===== config.mk =====
export PLATFORM = sky130hd
export DESIGN_NAME = chained_free_block_list
export DESIGN_NICKNAME = d
export VERILOG_FILES = /design/src/rtl/cfbl_pkg.sv /design/src/rtl/cfbl_ctrl.sv /design/src/rtl/cfbl_dp.sv /design/src/rtl/chained_free_block_list.sv
export SDC_FILE = /design/constraint.sdc
export NUM_CORES = 1
export LEC_CHECK = 0
export CAP_MARGIN = 20
export CORE_MARGIN = 4
export CORE_UTILIZATION = 40
export DETAILED_ROUTE_END_ITERATION = 12
export DONT_BUFFER_PORTS = 1
export PLACE_DENSITY_LB_ADDON = 0.12
export SLEW_MARGIN = 20
export SYNTH_ARGS = -nofsm -noshare
export SYNTH_HDL_FRONTEND = slang
export SYNTH_SLANG_ARGS = --single-unit

===== constraint.sdc =====
create_clock -name clk -period 4.2 [get_ports clk]
set_input_delay 0.21 -clock clk [delete_from_list [all_inputs] [get_ports clk]]
set_output_delay 0.21 -clock clk [all_outputs]
set_load 0.02 [all_outputs]

===== src/rtl/cfbl_pkg.sv =====
// ----------------------------------------------------------------------------
// cfbl_pkg: shared types and constants of the chained free block list
// Beat formats, field codes, controller states and the command and status
// bundles between the controller and the datapath.
// ----------------------------------------------------------------------------
package cfbl_pkg;

	// Number of entries held in the on-chip stack (legal range 2 to 63).
	localparam int LIST_DEPTH = 32;

	localparam int IDX_W  = $clog2(LIST_DEPTH);
	localparam int MODE_W = 2;
	localparam int BLK_W  = 16;
	localparam int CNT_W  = 16;
	localparam int LIDX_W = 6;
	localparam int SIDX_W = 6;
	localparam int KIND_W = 2;

	// Request modes.
	localparam logic [MODE_W-1:0] MODE_ALLOC = 2'd0;
	localparam logic [MODE_W-1:0] MODE_FREE  = 2'd1;
	localparam logic [MODE_W-1:0] MODE_LOAD  = 2'd2;

	// Response kinds.
	localparam logic [KIND_W-1:0] KIND_GRANT = 2'd0;
	localparam logic [KIND_W-1:0] KIND_FREED = 2'd1;
	localparam logic [KIND_W-1:0] KIND_SPILL = 2'd2;
	localparam logic [KIND_W-1:0] KIND_ERROR = 2'd3;

	// Error codes.
	localparam logic ERR_BAD_COUNT  = 1'b0;
	localparam logic ERR_ZERO_ENTRY = 1'b1;

	typedef struct packed {
		logic [MODE_W-1:0] mode;
		logic [BLK_W-1:0]  block_number;
		logic [LIDX_W-1:0] load_index;
		logic [BLK_W-1:0]  load_value;
	} req_t;

	typedef struct packed {
		logic [KIND_W-1:0] kind;
		logic [BLK_W-1:0]  granted_block;
		logic              refill_needed;
		logic [SIDX_W-1:0] spill_index;
		logic [BLK_W-1:0]  spill_value;
		logic              error_code;
		logic              last;
	} rsp_t;

	typedef enum logic [1:0] {
		ST_IDLE,
		ST_POP,
		ST_SPILL_CNT,
		ST_SPILL_ENT
	} state_t;

	typedef enum logic [2:0] {
		MEM_NONE,
		MEM_RD_TOP,
		MEM_RD_FIRST,
		MEM_RD_NEXT,
		MEM_WR_PUSH,
		MEM_WR_LOAD,
		MEM_WR_RESTART
	} mem_op_t;

	typedef enum logic [2:0] {
		CNT_NONE,
		CNT_DEC,
		CNT_INC,
		CNT_LOAD,
		CNT_ONE
	} cnt_op_t;

	typedef enum logic [2:0] {
		OUT_NONE,
		OUT_ERR_COUNT,
		OUT_ERR_ZERO,
		OUT_GRANT,
		OUT_FREED,
		OUT_SPILL_CNT,
		OUT_SPILL_ENT
	} out_op_t;

	typedef enum logic [1:0] {
		K_HOLD,
		K_CLEAR,
		K_INC
	} k_op_t;

	typedef struct packed {
		mem_op_t mem_op;
		cnt_op_t cnt_op;
		out_op_t out_op;
		k_op_t   k_op;
		logic    cap_blk;
	} cmd_t;

	typedef struct packed {
		logic count_bad;
		logic count_full;
		logic ld_cnt;
		logic ld_ent;
		logic rd_zero;
		logic spill_last;
		logic out_free;
	} status_t;

endpackage


===== src/rtl/cfbl_ctrl.sv =====
// ----------------------------------------------------------------------------
// cfbl_ctrl: controller of the chained free block list
// Sequences allocate, free, spill and load operations and issues datapath
// commands from the datapath status.
// ----------------------------------------------------------------------------
module cfbl_ctrl (
	input  logic              clk,
	input  logic              arst_n,
	input  logic              req_valid,
	input  logic [1:0]        req_mode,
	output logic              req_ready,
	input  cfbl_pkg::status_t sts,
	output cfbl_pkg::cmd_t    cmd
);
	import cfbl_pkg::*;

	state_t state_q;
	state_t state_d;
	logic   accept;

	assign accept = req_valid && req_ready;

	always_ff @(posedge clk or negedge arst_n) begin
		if (!arst_n) begin
			state_q <= ST_IDLE;
		end else begin
			state_q <= state_d;
		end
	end

	always_comb begin
		state_d = state_q;
		case (state_q)
			ST_IDLE: begin
				if (accept && req_mode == MODE_ALLOC && !sts.count_bad) begin
					state_d = ST_POP;
				end else if (accept && req_mode == MODE_FREE && sts.count_full) begin
					state_d = ST_SPILL_CNT;
				end
			end
			ST_POP: begin
				if (sts.out_free) begin
					state_d = ST_IDLE;
				end
			end
			ST_SPILL_CNT: begin
				if (sts.out_free) begin
					state_d = ST_SPILL_ENT;
				end
			end
			ST_SPILL_ENT: begin
				if (sts.out_free && sts.spill_last) begin
					state_d = ST_IDLE;
				end
			end
			default: begin
				state_d = ST_IDLE;
			end
		endcase
	end

	always_comb begin
		req_ready   = 1'b0;
		cmd.mem_op  = MEM_NONE;
		cmd.cnt_op  = CNT_NONE;
		cmd.out_op  = OUT_NONE;
		cmd.k_op    = K_HOLD;
		cmd.cap_blk = 1'b0;
		case (state_q)
			ST_IDLE: begin
				req_ready = sts.out_free;
				if (accept) begin
					case (req_mode)
						MODE_ALLOC: begin
							if (sts.count_bad) begin
								cmd.out_op = OUT_ERR_COUNT;
							end else begin
								cmd.mem_op = MEM_RD_TOP;
							end
						end
						MODE_FREE: begin
							if (sts.count_full) begin
								cmd.cap_blk = 1'b1;
							end else begin
								cmd.mem_op = MEM_WR_PUSH;
								cmd.cnt_op = CNT_INC;
								cmd.out_op = OUT_FREED;
							end
						end
						MODE_LOAD: begin
							if (sts.ld_cnt) begin
								cmd.cnt_op = CNT_LOAD;
							end else if (sts.ld_ent) begin
								cmd.mem_op = MEM_WR_LOAD;
							end
						end
						default: begin
						end
					endcase
				end
			end
			ST_POP: begin
				if (sts.out_free) begin
					if (sts.rd_zero) begin
						cmd.out_op = OUT_ERR_ZERO;
					end else begin
						cmd.out_op = OUT_GRANT;
						cmd.cnt_op = CNT_DEC;
					end
				end
			end
			ST_SPILL_CNT: begin
				if (sts.out_free) begin
					cmd.out_op = OUT_SPILL_CNT;
					cmd.mem_op = MEM_RD_FIRST;
					cmd.k_op   = K_CLEAR;
				end
			end
			ST_SPILL_ENT: begin
				if (sts.out_free) begin
					cmd.out_op = OUT_SPILL_ENT;
					if (sts.spill_last) begin
						cmd.mem_op = MEM_WR_RESTART;
						cmd.cnt_op = CNT_ONE;
					end else begin
						cmd.mem_op = MEM_RD_NEXT;
						cmd.k_op   = K_INC;
					end
				end
			end
			default: begin
			end
		endcase
	end

endmodule


===== src/rtl/cfbl_dp.sv =====
// ----------------------------------------------------------------------------
// cfbl_dp: datapath of the chained free block list
// Holds the free count, the stack memory, the spill counter and the response
// register, and reports status to the controller.
// ----------------------------------------------------------------------------
module cfbl_dp (
	input  logic             clk,
	input  logic             arst_n,
	input  cfbl_pkg::req_t   req,
	input  cfbl_pkg::cmd_t   cmd,
	output cfbl_pkg::status_t sts,
	output logic             rsp_valid,
	input  logic             rsp_ready,
	output cfbl_pkg::rsp_t   rsp
);
	import cfbl_pkg::*;

	logic [BLK_W-1:0] stack_mem [LIST_DEPTH];
	logic [BLK_W-1:0] rd_q;
	logic [CNT_W-1:0] count_q;
	logic [BLK_W-1:0] blk_q;
	logic [IDX_W-1:0] k_q;
	logic             rsp_valid_q;
	rsp_t             rsp_q;
	rsp_t             rsp_d;

	logic             mem_we;
	logic             mem_re;
	logic [IDX_W-1:0] mem_wa;
	logic [IDX_W-1:0] mem_ra;
	logic [BLK_W-1:0] mem_wd;

	assign sts.count_bad  = (count_q == '0) || (count_q > CNT_W'(LIST_DEPTH));
	assign sts.count_full = count_q >= CNT_W'(LIST_DEPTH);
	assign sts.ld_cnt     = req.load_index == '0;
	assign sts.ld_ent     = (req.load_index != '0) &&
	                        (req.load_index <= LIDX_W'(LIST_DEPTH));
	assign sts.rd_zero    = rd_q == '0;
	assign sts.spill_last = k_q == IDX_W'(LIST_DEPTH - 1);
	assign sts.out_free   = !rsp_valid_q || rsp_ready;

	always_comb begin
		mem_we = 1'b0;
		mem_re = 1'b0;
		mem_wa = '0;
		mem_ra = '0;
		mem_wd = req.block_number;
		case (cmd.mem_op)
			MEM_RD_TOP: begin
				mem_re = 1'b1;
				mem_ra = IDX_W'(count_q - CNT_W'(1));
			end
			MEM_RD_FIRST: begin
				mem_re = 1'b1;
			end
			MEM_RD_NEXT: begin
				mem_re = 1'b1;
				mem_ra = k_q + IDX_W'(1);
			end
			MEM_WR_PUSH: begin
				mem_we = 1'b1;
				mem_wa = IDX_W'(count_q);
			end
			MEM_WR_LOAD: begin
				mem_we = 1'b1;
				mem_wa = IDX_W'(req.load_index - LIDX_W'(1));
				mem_wd = req.load_value;
			end
			MEM_WR_RESTART: begin
				mem_we = 1'b1;
				mem_wd = blk_q;
			end
			default: begin
			end
		endcase
	end

	always_ff @(posedge clk) begin
		if (mem_we) begin
			stack_mem[mem_wa] <= mem_wd;
		end
		if (mem_re) begin
			rd_q <= stack_mem[mem_ra];
		end
	end

	always_ff @(posedge clk or negedge arst_n) begin
		if (!arst_n) begin
			count_q <= '0;
			k_q     <= '0;
		end else begin
			case (cmd.cnt_op)
				CNT_DEC:  count_q <= count_q - CNT_W'(1);
				CNT_INC:  count_q <= count_q + CNT_W'(1);
				CNT_LOAD: count_q <= req.load_value;
				CNT_ONE:  count_q <= CNT_W'(1);
				default:  count_q <= count_q;
			endcase
			case (cmd.k_op)
				K_CLEAR: k_q <= '0;
				K_INC:   k_q <= k_q + IDX_W'(1);
				default: k_q <= k_q;
			endcase
		end
	end

	always_ff @(posedge clk) begin
		if (cmd.cap_blk) begin
			blk_q <= req.block_number;
		end
	end

	// Fields that mean nothing for a kind stay zero.
	always_comb begin
		rsp_d = '0;
		case (cmd.out_op)
			OUT_ERR_COUNT: begin
				rsp_d.kind       = KIND_ERROR;
				rsp_d.error_code = ERR_BAD_COUNT;
				rsp_d.last       = 1'b1;
			end
			OUT_ERR_ZERO: begin
				rsp_d.kind       = KIND_ERROR;
				rsp_d.error_code = ERR_ZERO_ENTRY;
				rsp_d.last       = 1'b1;
			end
			OUT_GRANT: begin
				rsp_d.kind          = KIND_GRANT;
				rsp_d.granted_block = rd_q;
				rsp_d.refill_needed = count_q == CNT_W'(1);
				rsp_d.last          = 1'b1;
			end
			OUT_FREED: begin
				rsp_d.kind          = KIND_FREED;
				rsp_d.granted_block = req.block_number;
				rsp_d.last          = 1'b1;
			end
			OUT_SPILL_CNT: begin
				rsp_d.kind          = KIND_SPILL;
				rsp_d.granted_block = blk_q;
				rsp_d.spill_value   = count_q;
			end
			OUT_SPILL_ENT: begin
				rsp_d.kind          = KIND_SPILL;
				rsp_d.granted_block = blk_q;
				rsp_d.spill_index   = SIDX_W'(k_q) + SIDX_W'(1);
				rsp_d.spill_value   = rd_q;
				rsp_d.last          = sts.spill_last;
			end
			default: begin
			end
		endcase
	end

	always_ff @(posedge clk or negedge arst_n) begin
		if (!arst_n) begin
			rsp_valid_q <= 1'b0;
		end else if (cmd.out_op != OUT_NONE) begin
			rsp_valid_q <= 1'b1;
		end else if (rsp_ready) begin
			rsp_valid_q <= 1'b0;
		end
	end

	always_ff @(posedge clk) begin
		if (cmd.out_op != OUT_NONE) begin
			rsp_q <= rsp_d;
		end
	end

	assign rsp_valid = rsp_valid_q;
	assign rsp       = rsp_q;

endmodule


===== src/rtl/chained_free_block_list.sv =====
// ----------------------------------------------------------------------------
// chained_free_block_list: free block manager with a chained refill list
// Top level joining the controller and the datapath.
// ----------------------------------------------------------------------------
// The block keeps a stack of up to LIST_DEPTH free block numbers and a count.
// An allocate beat reads the top entry from a stack memory with a single
// read port and a registered read, and examines it in the cycle after. An
// allocate that finds the count out of range answers at once from the idle
// state, as a free beat that finds room does; a load beat is also handled
// there. A free that finds the stack full produces LIST_DEPTH+1 spill beats,
// count first, one per cycle while the response side keeps ready high; the
// stack memory's one read port sets that pace. Responses leave through a
// one-deep output register, and a new request is taken as soon as that
// register is empty or being emptied in the same cycle, so req_ready follows
// rsp_ready combinationally while idle. Load beats fill the count and the
// entries after a grant that asks for a refill; they produce no response.
// Stack entries have no reset value and must be written before they are
// read. There is no clearing pass after reset.
module chained_free_block_list (
	input  logic            clk,
	input  logic            arst_n,
	input  logic            req_valid,
	output logic            req_ready,
	input  cfbl_pkg::req_t  req,
	output logic            rsp_valid,
	input  logic            rsp_ready,
	output cfbl_pkg::rsp_t  rsp
);
	import cfbl_pkg::*;

	cmd_t    cmd;
	status_t sts;

	// The controller only needs the mode; operands go straight to the datapath.
	cfbl_ctrl u_ctrl (
		.clk       (clk),
		.arst_n    (arst_n),
		.req_valid (req_valid),
		.req_mode  (req.mode),
		.req_ready (req_ready),
		.sts       (sts),
		.cmd       (cmd)
	);

	cfbl_dp u_dp (
		.clk       (clk),
		.arst_n    (arst_n),
		.req       (req),
		.cmd       (cmd),
		.sts       (sts),
		.rsp_valid (rsp_valid),
		.rsp_ready (rsp_ready),
		.rsp       (rsp)
	);

endmodule


# After elaboration in Yosys (flattened, before gate mapping)
# Memory sizes are Yosys's and may differ from the RTL's. A register that Yosys moved wholly into a read port is not among the register bits.
# Index checks and enable logic that the tools add are counted.
# classes
shift	0
n_reduce_logical	27
addsub	5
multipliers	0
bitwise	0
eq_ne	29
n_mux	50
n_lt_le_gt_ge	3
div_mod_pow	0
# op_table
op	count
16-bit case mux with 2 select lines	2
16-bit case mux with 4 select lines	1
16-bit case mux with 3 select lines	1
16-bit zero test	2
5-bit case mux with 2 select lines	3
3-bit case mux with 3 select lines	3
3-bit equality test (second input constant)	7
3-bit by 2-bit equality test with 1-bit output (second input constant)	6
9-bit two-way mux	2
16-bit by 1-bit adder with 16-bit output (second input constant)	1
16-bit by 1-bit equality test with 1-bit output (second input constant)	1
16-bit by 6-bit >= comparator with 1-bit output (second input constant)	1
16-bit by 6-bit greater-than comparator with 1-bit output (second input constant)	1
1-bit two-way mux	16
2-bit two-way mux	8
16-bit by 1-bit subtractor with 16-bit output (second input constant)	1
3-bit two-way mux	4
3-bit case mux with 2 select lines	2
3-bit case mux with 4 select lines	1
11-bit two-way mux	1
3-bit by 1-bit equality test with 1-bit output (second input constant)	3
2-bit equality test (second input constant)	4
2-bit case mux with 4 select lines	1
1-bit logical AND	7
25 further kinds	35
# totals
n_memories	1
romBits	0
output_inout_bits	45
inputBits	44
latch_bits	0
ram_bits	512
ff_bits	83
# memory_table
name	depth	word_bits	rd	rd_clocked_by_memory_dff	write_ports	line_no	text
u_dp.stack_mem	32	16	1	1	1	cfbl_dp.sv:18	logic [BLK_W-1:0] stack_mem [LIST_DEPTH];

# Longest topological paths before layout
# Gate-level depths: netlist of run 1.
# logic_depth
word_depth	12
depth_mapped	17
mapped_depth_nobuf	13

# By module
# A second synthesis of run 1 with hierarchy kept.
# hier_totals
hier_cells	1823
area_unflattened_um2	25949.9
# modules_own_cells
module	cells_per_inst	instances	area_per_inst_um2
cfbl_dp	1781	1	25610.8
cfbl_ctrl	42	1	339.1

# Worst setup path after synthesis of run 1
# Ideal clock, no wire load.
# synth_timing
path_kind	reg-to-reg
start	register u_dp.count_q[0]
end	memory u_dp.stack_mem[15][0], enable pin
t_required_ns	3.791
arrival_time_ns	3.680
setup_slack_ns	0.111
path_stages_with_launch	13
cell_sequence	dfrtp_1 -> clkbuf_1 -> inv_1 -> ha_1 -> nor4b_2 -> xnor2_1 -> and4_1 -> buf_2 -> nor3_2 -> nand2_1 -> a211oi_1 -> a31oi_1 -> nor3_1
# synth_between
elab_chain_cells	11
word_cells_on_any_way	17
# synth_lines
item	line_no	text
from (decl)	cfbl_dp.sv:20	logic [CNT_W-1:0] count_q;
from (signal assigned)	cfbl_dp.sv:93	CNT_DEC: count_q <= count_q - CNT_W'(1);
from (signal assigned)	cfbl_dp.sv:94	CNT_INC: count_q <= count_q + CNT_W'(1);
from (signal assigned)	cfbl_dp.sv:95	CNT_LOAD: count_q <= req.load_value;
16-bit by 6-bit greater-than comparator with 1-bit output / 16-bit zero test (equally long branches)	cfbl_dp.sv:33	assign sts.count_bad = (count_q == '0) || (count_q > CNT_W'(LIST_DEPTH));
1-bit logical OR	cfbl_dp.sv:33	
1-bit two-way mux	cfbl_ctrl.sv:75	if (sts.count_bad) begin
3-bit case mux with 3 select lines	cfbl_ctrl.sv:73	case (req_mode)
9-bit two-way mux	cfbl_ctrl.sv:72	if (accept) begin
3-bit case mux with 3 select lines	cfbl_ctrl.sv:69	case (state_q)
3-bit equality test	cfbl_dp.sv:48	case (cmd.mem_op)
3-bit OR reduction (no source line)	-	
1-bit two-way mux	cfbl_dp.sv:48	
1-bit two-way mux	cfbl_dp.sv:79	if (mem_we) begin
1-bit two-way mux (implied by the code)	cfbl_dp.sv:80	stack_mem[mem_wa] <= mem_wd;
to (decl)	cfbl_dp.sv:18	
# Several ways; a longest one is shown, not always the timed one.

# Worst setup path after layout of run 1
# layout_timing
start	register u_dp.k_q[0]
end	register u_dp.rd_q[2] (read register of u_dp.stack_mem), data pin
# layout_between
elab_chain_cells	7
word_cells_on_any_way	11
# layout_lines
item	line_no	text
from (decl)	cfbl_dp.sv:22	logic [IDX_W-1:0] k_q;
from (signal assigned)	cfbl_dp.sv:101	K_INC: k_q <= k_q + IDX_W'(1);
from (signal assigned)	cfbl_dp.sv:102	default: k_q <= k_q;
5-bit equality test	cfbl_dp.sv:39	assign sts.spill_last = k_q == IDX_W'(LIST_DEPTH - 1);
3-bit two-way mux	cfbl_ctrl.sv:122	if (sts.spill_last) begin
11-bit two-way mux	cfbl_ctrl.sv:120	if (sts.out_free) begin
3-bit case mux with 3 select lines	cfbl_ctrl.sv:69	
3-bit by 2-bit equality test with 1-bit output / 3-bit by 1-bit equality test with 1-bit output (equally long branches)	cfbl_dp.sv:48	
3-bit OR reduction (no source line)	-	
1-bit two-way mux	cfbl_dp.sv:48	
to (decl)	cfbl_dp.sv:19	logic [BLK_W-1:0] rd_q;
# Several ways; a longest one is shown, not always the timed one.
# A chain may end at the register's enable or synchronous reset.

==> run metrics, run 1 <==
total core area=0.0630 mm^2; post-synthesis average cell area=13.4 um^2; # nets final=2068; Routed WL per cell=26.7 um; Worst Tran Pin Value=0.964 ns; ys async rst share=3.93%; crit path DAT=4.27 ns; Post-Synthesis Net Count=1952; skew final=0.0226 ns; antenna violations before repair=2; synthesized flop and latch total=611; Achievable Freq=0.259 GHz; relative slew slack=35.5%; status=finished, final reports clean; Post-synth EDFFs=587; CTS tree=done; clock root buffer=clkbuf_16; Power Total=0.0179 W; Antenna Nets Post-Route=0; post-DP HPWL=49200 um; Worst-path clk slew=0.06 ns; Sink Count=611; Yosys top cell by area=edfxtp_1; hold slack=0.0586 ns; Bufs on Longest Clock Path=3; die area=0.0675 mm^2; met2 WL=36200 um; largest net degree at the start of global routing=45; CTS resizes=0; pwr dens=606 mW/mm^2; CP endpoint kind=register; Max VDD drop=0.240 mV; dpl cells=2748; RSZ-0062 raised after global routing=no; global route overflow=0; routability cong.=0.891; DIE HEIGHT=260 um; Top Ports=89; Num CTS Buffers=68; post-route insts no fill=2907; distinct cell type count after synthesis=61; critical path class=reg2reg; fill count=5599; setup TNS=0 ns; Initial DRT Pass Iterations=6; Synth top area share=69.5%; share of cells above drive strength 1=13.1%; CP Max Fanout=30; sequential area share after synthesis=71.9%; static leakage=10.1 nW; Ys Warns=0; 1st-iter DRT viols=1732; Synth Cell Area=0.0254 mm^2; Tot GR Track Use=22.6%; Slew Viols, Final=0; number of global-route vias before repair=16200; Post-synth top flop=edfxtp_1; met3 WL post-DR=5380 um; synth top area cells=edfxtp_1, a21oi_1, nand2_1, a22oi_1, dfrtp_1; crit start category=register; Period minus WS final=3.86 ns; Skew-Pair Late Insertion Delay=0.60 ns; std cell rows=92; final hold violations=0; Cells after Synth=1892; top routing layer in use=met5; Vias per Instance=5.74; Die Width=260 um; H-tree levels=3; Setup-failing EPs final=0; P&R area growth vs syn=16.6%; Tcrit/Tclk final=92.0%; most frequent cell after synthesis=edfxtp_1; first-pass GRT wire length=112000 um; Port Buffers=0; initial core utilization=40.3%; top cells by count, synth=edfxtp_1, nand2_1, a21oi_1; max-cap violations=0; vias=16700; wirelength, routed=77700 um; worst min path class=in2async; Critical Path RT=4.61 ns; DRC viols=0; WL met1=33200 um
[critical path: stages, from the launching register on]
cell and delay [ns]:
dfrtp_1 0.43, ha_1 0.27, and3_1 0.20, ha_1 0.26, nor2b_1 0.17, nand3_1 0.13, nor2_1 0.43, a21o_2 0.19
buf_12 0.17, buf_12 0.23, buf_4 0.25, a21oi_1 0.06, a22o_1 0.21, a22o_1 0.32, nor4_2 0.31
[through the flow]
step	utilization (%)	setup slack [ns]	area, um^2
2_1_floorplan	-	0.111	25400
3_3_place_gp	43.1	0.406	27100
3_5_place_dp	43.1	0.331	27100
4_1_cts	47.0	0.325	29600
5_1_grt	47.0	0.121	29600
6_report	47.0	0.337	29600
[path summary, 6_finish.rpt]
| path | slack (ns) | start | to | cells after the start |
|---|---|---|---|---|
| worst max-delay path | 0.34 | u_dp.k_q[0] | u_dp.rd_q[2] | 14 |
| worst min-delay path | 0.06 | arst_n | u_dp.count_q[8] | 2 |
| worst max register to register | 0.34 | u_dp.k_q[0] | u_dp.rd_q[2] | 14 |
| worst min register to register | 0.52 | u_dp.k_q[1] | u_dp.k_q[1] | 2 |
| max in group asynchronous | 3.97 | arst_n | u_dp.count_q[5] | 2 |
| min in group clk | 0.10 | rsp_ready | u_dp.rsp_valid | 3 |
[per-layer routing]
layer / vias up / track usage [%]
met2: 663 / 36.3
met3: 123 / 4.12
li1: 7464 / -
met1: 8441 / 30.9
met5: - / 0
met4: 2 / 8.62
[flip-flops by register name, indices dropped and copies added, names as in the netlist]
signal / cells
u_dp.count_q: 16
u_dp.rd_q: 16
u_dp.k_q: 5
u_dp.blk_q: 16
u_ctrl.state_q: 2
u_dp.stack_mem: 512
u_dp.rsp_valid: 1
u_dp.rsp: 43
[final cells by class]
class / count / area (um^2) / share of cell area, %
sequential: 611 / 18200 / 61.6
multi-input combinational: 1127 / 6520 / 22.0
clock buffer: 89 / 1830 / 6.19
timing repair buffer: 173 / 1600 / 5.41
tap: 846 / 1060 / 3.58
clock inverter: 31 / 230 / 0.778
inverter: 27 / 101 / 0.343
antenna: 3 / 7.51 / 0.0254
[cell families (layout without fill, tap and decap cells)]
kind of cell,Yosys count,after routing,synth area share [%]
other,0,3,0
adder cells (fa/ha/maj),16,16,0.789
buffers and inverters,154,320,2.79
AO/OA/AOI/OAI,571,571,14.4
AND/OR/NAND/NOR,513,513,9.19
multiplexers,2,2,0.0986
flip-flops,611,611,71.9
XOR/XNOR,25,25,0.863
[cells in the final DEF, fill, tap and decap left out, types with 9 or more instances in the layout]
| cell type | netlist | final |
|---|---|---|
| a21oi_1 | 269 | 268 |
| nor4_2 | 14 | 14 |
| o22ai_1 | 50 | 50 |
| nand3_1 | 21 | 21 |
| clkbuf_1 | 44 | 17 |
| nor4_1 | 9 | 9 |
| dlygate4sd3_1 | 0 | 35 |
| buf_4 | 9 | 121 |
| a222oi_1 | 16 | 16 |
| buf_12 | 0 | 17 |
| xnor2_1 | 18 | 18 |
| nand2b_1 | 10 | 10 |
| a22oi_1 | 118 | 118 |
| nor2_1 | 58 | 56 |
| o21ai_0 | 17 | 17 |
| edfxtp_1 | 587 | 587 |
| ha_1 | 16 | 16 |
| clkinv_1 | 0 | 15 |
| clkbuf_16 | 0 | 69 |
| inv_1 | 27 | 27 |
| nor3_1 | 19 | 14 |
| a22o_1 | 66 | 66 |
| nand2_1 | 333 | 332 |
| dfrtp_1 | 24 | 24 |
[where the power goes]
group / internal, W / switching, W / leakage [nW]
Sequential: 0.00711 / 0.000609 / 5.68
Clock: 0.00325 / 0.00233 / 0.999
Combinational: 0.00169 / 0.00294 / 3.43
[repair_timing]
item | 4_1_cts | 5_1_grt
hold buffers | 36 | 0
endpoints found under the hold margin | 73 | 0
setup buffers | 0 | 0
(Power assumes the default switching activity.)
==> run 2: changes to the inputs <==
--- a/config.mk
+++ b/config.mk
@@ -5,6 +5,8 @@
 export SDC_FILE = /design/constraint.sdc
 export NUM_CORES = 1
 export LEC_CHECK = 0
+export ABC_AREA = 1
+export ABC_CLOCK_PERIOD_IN_PS = 3200
 export CAP_MARGIN = 20
 export CORE_MARGIN = 4
 export CORE_UTILIZATION = 40
==> constraint.sdc (replaced) <==
create_clock -name clk -period 3.2 [get_ports clk]
set_input_delay 0.16 -clock clk [delete_from_list [all_inputs] [get_ports clk]]
set_output_delay 0.16 -clock clk [all_outputs]
set_load 0.02 [all_outputs]
==> run 2 against run 1 <==
  * Synthesized cell count is 40% higher
  * Maximum frequency increased by 22%
  * Worst setup slack worse by 0.30 ns
  * Combinational power increased by 46%
  * First-iteration DRC count increased by 31%
  * Largest cell class unchanged
==> run metrics, run 2 <==
Pint=0.0165 W; most frequent cells in the layout=nand2_1, edfxtp_1, nand3_1, inv_1, buf_4; vias=20100; wirelength, routed=85600 um; Die Width=271 um; footprint of the multi-input gates=0.00770 mm^2; Synth Cell Area=0.0277 mm^2; worst min path class=in2reg; Seq pwr share=40.9%; Antenna Nets Post-Route=0; # nets final=2841; post-synthesis average cell area=10.5 um^2; Skew-Pair Late Insertion Delay=0.61 ns; Tcrit/Tclk final=98.8%; NetSw=0.00840 W; Buf+Inv Stages, Crit Path=3; number of global-route vias before repair=19200; Worst-path clk slew=0.06 ns; Cells after Synth=2653; synth top area cells=edfxtp_1, nand3_1, nand2_1, inv_1, dfrtp_1; top routing layer in use=met4; largest net degree at the start of global routing=71; crit start category=register; die area=0.0736 mm^2; Bufs on Longest Clock Path=3; 1st-iter DRT viols=2266; Synth top area share=63.6%; Setup-failing EPs final=0; most frequent cell after synthesis=nand2_1; CTS tree=done; Top Ports=89; final hold violations=0; sequential area share after synthesis=65.7%; H-tree levels=3; Num CTS Buffers=68; CP max stage delay=0.40 ns; max reg flops=512; top cells by count, synth=nand2_1, edfxtp_1, nand3_1; total core area=0.0687 mm^2; std cell rows=96; Post-synth top flop=edfxtp_1; crit path DAT=3.51 ns; Most flops, register=u_dp.stack_mem; reg2reg end=u_dp.rd_q[6]; CP endpoint=u_dp.rd_q[6]; Placement Cell Area=0.0301 mm^2; first-pass GRT wire length=126000 um; Sw Share=33.7%; slowest cell on the critical path=dfrtp_1; max-cap violations=0; Initial DRT Pass Iterations=5; r2r startpoint=u_dp.count_q[14]; Max VDD drop=0.491 mV; Tot GR Track Use=22.6%; pwr dens=748 mW/mm^2; relative slew slack=55.6%; Gate power share=27.2%; Yosys top cell by area=edfxtp_1; CP Max Fanout=34; synthesized flop and latch total=611; Final Worst Setup Slack=0.0379 ns; crit-path most repeated cell=nand2_1; routability cong.=0.896; Vias per Instance=5.33; CP endpoint kind=register; P&R area growth vs syn=20.3%; Design Area, Final=0.0334 mm^2; antenna violations before repair=0; Clock power frac=31.9%; met3 WL post-DR=5610 um; worst setup path startpoint=u_dp.count_q[14]; ys async rst share=3.93%; DRC viols=0; Sink Count=611; commonest non-fill, non-tap cell in the layout=nand2_1; Ant. Diodes=0; Post-Synthesis Net Count=2713; CP Cell Sequence=nor2_1 -> nand3_1 -> nor2_4 -> nand4_2 -> a21oi_2 -> nand3_4 -> buf_12 -> buf_16 -> clkbuf_16 -> nand3_1 -> nand2_1 -> nand2_1 -> nand3_1 -> nand3_1 -> nand2_1 -> nand2_1 -> nand2_1; Critical Path RT=3.55 ns; Slew Viols, Final=0; Worst R2R Path Depth=17; distinct cell type count after synthesis=42; Achievable Freq=0.316 GHz; Routed WL per cell=22.8 um; fill count=6288; share of cells above drive strength 1=12.3%; Worst Tran Pin Value=0.665 ns; global route overflow=0; CP Depth=17; clock root buffer=clkbuf_16; initial core utilization=40.4%; post-DP HPWL=51200 um; static leakage=13.3 nW; WL met1=37700 um; r2r setup slk=0.04 ns; status=finished, final reports clean; FF+latch area=0.0182 mm^2; critical path class=reg2reg; cell family contributing the most delay on the critical path=simple AND/OR/NAND/NOR gates; Ys Warns=0; skew final=0.0200 ns; met2 WL=40400 um; Port Buffers=0; Post-synth EDFFs=587; dpl ws=-0.0541 ns; DIE HEIGHT=271 um; RSZ-0062 raised after global routing=yes; Period minus WS final=3.16 ns
==> run 2: cell count changes after synthesis, sizes merged, moves of 66 or more <==
cell,previous run,this run
nand2,333,646
a22oi,118,4
a21oi,270,8
nand3,21,571
inv,27,364
a22o,66,0
==> run 2: through the flow <==
stage	power, W	hold slack [ns]	instances	setup TNS (ns)	utilization [%]
after floorplan	0.0143	-0.136	2653	-14.53	-
after global placement	0.0168	-0.135	3580	-0.830	43.8
after detailed placement	0.0168	-0.135	3580	-0.242	43.8
after CTS	0.0249	0.00730	3743	0	47.9
after global routing	0.0261	0.0238	3762	-17.86	48.5
final	0.0249	0.0267	3762	0	48.5
==> run 2: routing by layer <==
metal,global-route usage [%],vias up
met3,3.11,105
met1,32.0,9910
li1,-,9285
met2,36.6,762
met5,0,-
met4,6.25,0
==> run 2: worst min-delay path by stage <==
stage,start,to,cells past startpoint
detailed placement,arst_n,u_dp.rsp_valid,0
CTS,req[0],u_dp.count_q[0],4
floorplan,arst_n,u_ctrl.state_q[0],0
global placement,arst_n,u_dp.rsp_valid,0
global route,req[0],u_dp.count_q[0],4
finish,req[1],u_dp.count_q[1],4
==> run 2: logic make-up after synthesis <==
group           count (synthesis)  share of synthesized area (%)
flops                         611                           65.7
xor+xnor                       19                          0.600
fa+ha+maj                      16                          0.722
compound gates                109                           2.70
buf+inv                       512                           7.60
simple gates                 1386                           22.6
==> run 2: power by group through the flow <==
stage	combinational, W	clock (W)	sequential, W
2_1_floorplan	0.00412	0	0.0102
6_report	0.00677	0.00797	0.0102
3_5_place_dp	0.00644	0	0.0104
5_1_grt	0.00746	0.00845	0.0102
4_1_cts	0.00663	0.00811	0.0102
3_3_place_gp	0.00640	0	0.0103
==> run 2: cell type report <==
cell class	count	share of cell area (%)
tap	931	3.49
multi-input combinational	1530	23.1
clock buffer	91	5.64
clock inverter	29	1.10
timing repair buffer	204	7.93
sequential	611	54.6
inverter	366	4.12
==> run 2: tightest hold or removal path: stages <==
cell and delay, ns:
inv_1 0.05, o221ai_1 0.16, o211ai_1 0.10, o21ai_0 0.10
==> run 2: repair_timing <==
item,in CTS,in global routing
hold buffers,35,0
pin swaps,3,10
gates cloned,3,6
hold endpoints to repair,72,0
setup endpoints to repair,69,465
setup buffers,5,13
resized for setup,5,44
